[src/rpfa_pkg.sv]
// rpfa_pkg: types and constants shared by the page frame allocator modules.
// No dependencies.

package rpfa_pkg;

	localparam int FRAME_W  = 20;
	localparam int COUNT_W  = 16;

	localparam logic [FRAME_W-1:0] FRAME_MAX = '1;
	localparam logic [COUNT_W-1:0] COUNT_MAX = '1;

	// Register index as decoded from paddr[2]
	localparam logic REG_BASE_FRAME = 1'b0;
	localparam logic [FRAME_W-1:0] BASE_FRAME_RST = 20'h00100;

	typedef enum logic [1:0] {
		MODE_ALLOC   = 2'd0,
		MODE_RELEASE = 2'd1,
		MODE_SHARE   = 2'd2,
		MODE_QUERY   = 2'd3
	} rpfa_mode_t;

	typedef enum logic [2:0] {
		ST_OK     = 3'd0,
		ST_OOM    = 3'd1,
		ST_BELOW  = 3'd2,
		ST_BEYOND = 3'd3,
		ST_DOUBLE = 3'd4,
		ST_SAT    = 3'd5
	} rpfa_status_t;

	typedef struct packed {
		rpfa_mode_t         mode;
		logic [FRAME_W-1:0] frame;
	} rpfa_req_t;

	typedef struct packed {
		logic [FRAME_W-1:0] result_frame;
		logic [COUNT_W-1:0] ref_count;
		rpfa_status_t       status;
	} rpfa_rsp_t;

	// controller -> datapath
	typedef struct packed {
		logic clr_step;
		logic load;
		logic rd_item;
		logic upd;
		logic range_err;
		logic scan_start;
		logic scan_step;
		logic alloc_hit;
		logic oom;
	} rpfa_cmd_t;

	// datapath -> controller
	typedef struct packed {
		logic clr_last;
		logic is_alloc;
		logic out_of_range;
		logic scan_hit;
		logic scan_none;
	} rpfa_stat_t;

endpackage

[src/rpfa_ctrl.sv]
// rpfa_ctrl: sequencer for clearing pass, item decode, count update and allocate scan.
// Depends on rpfa_pkg; drives rpfa_dp.

module rpfa_ctrl import rpfa_pkg::*; (
	input  logic       clk,
	input  logic       arst_n,
	input  logic       start,
	input  rpfa_stat_t stat,
	output rpfa_cmd_t  cmd,
	output logic       busy
);

	typedef enum logic [2:0] {
		S_CLEAR,
		S_IDLE,
		S_DECODE,
		S_UPD,
		S_SCAN
	} state_t;

	state_t state_q;
	state_t state_d;
	logic   busy_q;

	always_comb begin
		cmd     = '0;
		state_d = state_q;
		case (state_q)
			S_CLEAR: begin
				cmd.clr_step = 1'b1;
				if (stat.clr_last) begin
					state_d = S_IDLE;
				end
			end
			S_IDLE: begin
				if (start) begin
					cmd.load = 1'b1;
					state_d  = S_DECODE;
				end
			end
			S_DECODE: begin
				if (stat.is_alloc) begin
					cmd.scan_start = 1'b1;
					state_d        = S_SCAN;
				end else if (stat.out_of_range) begin
					cmd.range_err = 1'b1;
					state_d       = S_IDLE;
				end else begin
					cmd.rd_item = 1'b1;
					state_d     = S_UPD;
				end
			end
			S_UPD: begin
				cmd.upd = 1'b1;
				state_d = S_IDLE;
			end
			S_SCAN: begin
				if (stat.scan_hit) begin
					cmd.alloc_hit = 1'b1;
					state_d       = S_IDLE;
				end else if (stat.scan_none) begin
					cmd.oom = 1'b1;
					state_d = S_IDLE;
				end else begin
					cmd.scan_step = 1'b1;
				end
			end
			default: begin
				state_d = S_IDLE;
			end
		endcase
	end

	always_ff @(posedge clk or negedge arst_n) begin
		if (!arst_n) begin
			state_q <= S_CLEAR;
			busy_q  <= 1'b1;
		end else begin
			state_q <= state_d;
			busy_q  <= (state_d != S_IDLE);
		end
	end

	assign busy = busy_q;

	a_cmd_onehot: assert property (@(posedge clk) disable iff (!arst_n)
		$onehot0(cmd))
		else $error("more than one datapath command at once");

	a_busy_state: assert property (@(posedge clk) disable iff (!arst_n)
		busy_q == (state_q != S_IDLE))
		else $error("busy out of step with state");

	a_accept_busy: assert property (@(posedge clk) disable iff (!arst_n)
		(start && !busy_q) |=> busy_q)
		else $error("busy not raised after an item was taken");

endmodule
[config.mk]
export PLATFORM = sky130hd
export DESIGN_NAME = rpfa_ctrl
export DESIGN_NICKNAME = d
export VERILOG_FILES = /design/src/rpfa_pkg.sv /design/src/rpfa_ctrl.sv
export SDC_FILE = /design/constraint.sdc
export NUM_CORES = 1
export LEC_CHECK = 0
export ABC_AREA = 1
export BUFFER_PORTS_ARGS = -buffer_cell sky130_fd_sc_hd__clkbuf_2
export CAP_MARGIN = 20
export CORE_AREA = 2 2 39 41
export DETAILED_ROUTE_END_ITERATION = 10
export DIE_AREA = 0 0 41 43
export PLACE_DENSITY = 0.6
export RECOVER_POWER = 50
export SLEW_MARGIN = 40
export SYNTH_ARGS = -nofsm -noshare
export SYNTH_HDL_FRONTEND = slang
export SYNTH_SLANG_ARGS = --single-unit
[constraint.sdc]
create_clock -name clk -period 1 [get_ports clk]
set_input_delay 0.1 -clock clk [delete_from_list [all_inputs] [get_ports clk]]
set_output_delay 0.1 -clock clk [all_outputs]
set_load 0.01 [all_outputs]
== Word-level counts from Yosys, hierarchy flattened ==
Index checks and enable logic that the tools add are counted.

* Flip-flop bits (word level): 4
* Input bits: 8
* Output and inout port bits: 10
* Word-level logic and storage cells: 32

* Equality and inequality tests: 5
* Muxes and demuxes: 24
* Reductions and logical operators: 1

{| class="wikitable"
|+ Operator list
! cell !! number
|-
| two-way mux 3 bit || 6
|-
| two-way mux 1 bit || 15
|-
| case mux 3 bit (4 select lines) || 1
|-
| equality test 3 x 2 -> 1 bit (second input constant) || 2
|-
| two-way mux 2 bit || 2
|-
| equality test 3 x 1 -> 1 bit (second input constant) || 1
|-
| equality test 3 bit (second input constant) || 1
|-
| zero test 3 bit || 1
|-
| != test 3 x 1 -> 1 bit (second input constant) || 1
|}

== Longest topological paths before layout ==
* Depth in word-level cells: 4
* Gate-level depth with buffers: 7
* Gate-level depth less buffers: 7

== Least setup slack after synthesis ==
No wires, ideal clock.

* Kind: reg-to-output
* Start point: register state_q[1]
* End point: output cmd[0] (netlist bit)
* Data arrival time: 0.955 ns
* Data required time: 0.900 ns
* Setup slack: -0.055 ns
* Stages on the path, launching flop included: 4
* Path buffers: 0
* Path through: dfrtp_1 nor2_1 nand2_1 nor3_1

{| class="wikitable"
|+ RTL lines
! element !! line !! RTL
|-
| start, declared || rpfa_ctrl.sv:21 || <nowiki>state_t state_q;</nowiki>
|-
| start signal, assigned || rpfa_ctrl.sv:79 || <nowiki>state_q <= state_d;</nowiki>
|-
| end, declared || rpfa_ctrl.sv:9 || <nowiki>output rpfa_cmd_t cmd,</nowiki>
|}

==> flow_metrics.py <==
metrics = {
    "min_path": {
        "holdCritPathClass": "input pin to flip-flop",
        "hold_path_depth": 4,
    },
    "yosys": {
        "synthSimpleGateAreaFrac": 0.466,
        "synth-seq-cells": 4,
        "synth.most_common_cell": "nand2_1",
        "synth-compound-area-share": 0.0508,
        "async_flop_share": 1.00,
        "yosys-top-cells-count": "nand2_1, inv_1, nor2_1, dfrtp_1, nor3_1",
        "yosys-top-cells-area": "dfrtp_1, nand2_1, inv_1",
        "synth-edff-count": 0,
        "synthDistinctLibCells": 14,
        "synthXorXnorAreaFrac": 0,
        "syn-num-nets": 53,
        "syn-cell-area_um2": 295,
        "synth_top_family_by_area": "simple AND/OR/NAND/NOR gates",
        "netlist_instances": 45,
        "synth_adder_area_share": 0,
        "yosysWarnings": 0,
        "yosys.area.top_type": "dfrtp_1",
        "syn_area_per_cell_um2": 6.56,
        "synth_top_area_share": 0.254,
        "synth_mux_area_frac": 0,
        "yosys_most_used_dff": "dfrtp_1",
        "synth-seq-area-share": 0.343,
    },
    "critical_path": {
        "crit_family": "flip-flops",
        "worstSetupStartpointType": "flip-flop",
        "cp_slowest_cell": "dfrtp_2",
        "cp_slowest_stage_delay_ns": 0.46,
        "crit_arrival_ns": 1.18,
        "required_ns": 0.90,
        "worst-path-max-fanout": 5,
        "ff2ff_path_depth": 8,
        "cp_num_buf_inv": 1,
        "critical_path_class": "flip-flop to output pin",
        "end_kind": "output pin",
        "crit_cells": 4,
        "cp_cell_sequence": "nor2_4 -> nand2_4 -> nor3_2 -> buf_2",
    },
    "status": {
        "status": "finished with violations",
        "violations": "setup timing",
    },
    "cells_and_area": {
        "nets": 83,
        "antenna_cells": 0,
        "final_cells": 90,
        "utilization": 0.393,
        "area_delta_synth_final_pct": 84.3,
        "layout-drive-gt1-share": 0.635,
        "design_area_um2": 544,
    },
    "flow_run": {
        "cap_violations": 0,
    },
    "clocking": {
        "path_clk_slew_ns": 0.04,
        "htreeDepth": 1,
        "cts_tree": "done",
        "cts_made_buffers": 3,
        "cts_sinks": 4,
        "cts_root_buf": "clkbuf_4",
        "clock_latency_ns": 0.23,
        "clock_path_buffers": 2,
    },
    "drt": {
        "viasPerCell": 4.10,
        "wl_per_cell_um": 8.89,
        "drt-total-wl_um": 800,
        "firstDrtPassIters": 2,
        "ant_nets": 0,
        "dr.first_iter.drc_count": 4,
        "drc": 0,
        "num_vias": 369,
    },
    "place": {
        "dpl_cell_area_um2": 428,
        "gp_congestion": 0.729,
        "dp_cells": 81,
        "dp_hpwl_um": 581,
        "place_ws_ns": -0.131,
        "port_buffers": 17,
    },
    "floorplanning": {
        "die_area_um2": 1760,
        "start_util": 0.213,
        "die_w_um": 41,
        "fp.dieH_um": 43,
        "ios": 18,
        "core-area_um2": 1380,
        "rows": 14,
    },
    "timing": {
        "fin_hold_ws_ns": 0.174,
        "final-setup-viol-count": 13,
        "worst_slack_ns": -0.276,
        "rsz0062_at_grt": "true",
        "fmax_ghz": 0.784,
        "tightest_slew_ns": 0.206,
        "slew_viol_final": 0,
        "final.min_clock_period_ns": 1.28,
        "slew-limit-headroom": 0.863,
        "tns_ns": -2.51,
        "skew_ns": 0.00504,
        "finalCritPeriodShare": 1.28,
        "hold_viol": 0,
    },
    "grt": {
        "grt_pass1_wl_mm": 1.31,
        "grt_pass1_vias": 353,
        "grt_antenna_before_repair": 0,
        "overflow": 0,
        "grt_max_degree": 6,
        "grt.total_usage": 0.113,
    },
    "pwr": {
        "power.density_nw_per_um2": 2470,
        "power_leakage_nw": 0.308,
        "vdd_drop_max_uv": 1050,
        "power.total_mw": 1.35,
    },
}
==> area by class of cell <==
cell class                      instances  area [um2]
Sequential cell                         4         105
Fill cell                             153         840
Timing Repair Buffer                   25         154
Multi-Input combinational cell         30         198
Tap cell                               16        20.0
Inverter                               11        41.3
Clock buffer                            4        26.3
==> metal layers <==
metal,up-vias,track usage,wire [um]
met4,0,0.0600,0
met3,0,0.0471,46
met1,164,0.125,333
met5,-,0,0
met2,10,0.175,420
li1,195,-,-
==> path summary, 6_finish.rpt <==
kind | from | end | slack [ns]
worst max-delay path | state_q[1] | cmd[0] | -0.28
worst min-delay path | stat[2] | state_q[1] | 0.17
worst max register to register | state_q[1] | busy | -0.15
worst min register to register | state_q[0] | state_q[2] | 0.67
max in group asynchronous | arst_n | busy | 0.53
min in group asynchronous | arst_n | state_q[0] | 0.22
==> placed cells by master, fill, tap and decap left out <==
cell type,Yosys,final
buf_4,0,5
buf_2,0,5
o21ai_2,1,1
clkbuf_4,0,3
nand2_2,2,4
dfrtp_2,0,3
o22ai_1,1,1
nand3_1,2,2
buf_6,0,2
nand4_1,1,1
inv_2,2,2
nand2_1,10,7
nor2_2,2,3
inv_1,9,9
nand3_4,1,1
dlygate4sd3_1,0,1
clkbuf_2,0,11
nand2_4,0,1
nor3_2,0,3
dfstp_2,1,1
clkbuf_1,0,2
nor2_1,7,4
nor2_4,0,2
==> cell families after synthesis <==
logic type,count (synthesis)
and+or+nand+nor,28
buffers and inverters,11
DFF,4
AOI/OAI and AO/OA,2
==> worst reg2reg max path, delay by kind of cell, from the launching register on <==
kind,cells,cell delay (ns)
buffers and inverters,1,0.16
and+or+nand+nor,7,0.49
DFF,1,0.46
==> flip-flops by register name (all words and copies together) (netlist names) <==
signal,count
busy,1
state_q,3
==> power by group <==
group | leakage [nW] | switching, mW | internal (mW)
sequential | 0.0453 | 0.0949 | 0.250
combinational | 0.248 | 0.418 | 0.366
clock | 0.0150 | 0.0669 | 0.150
==> timing repair <==
item                                    4_1_cts  5_1_grt
endpoints found under the setup margin       12       13
resized for setup                             9       12
hold buffers                                  1        0
endpoints found under the hold margin         4        0
pin swaps                                     3        3
setup buffers                                57        3
(Power assumes the default switching activity.)
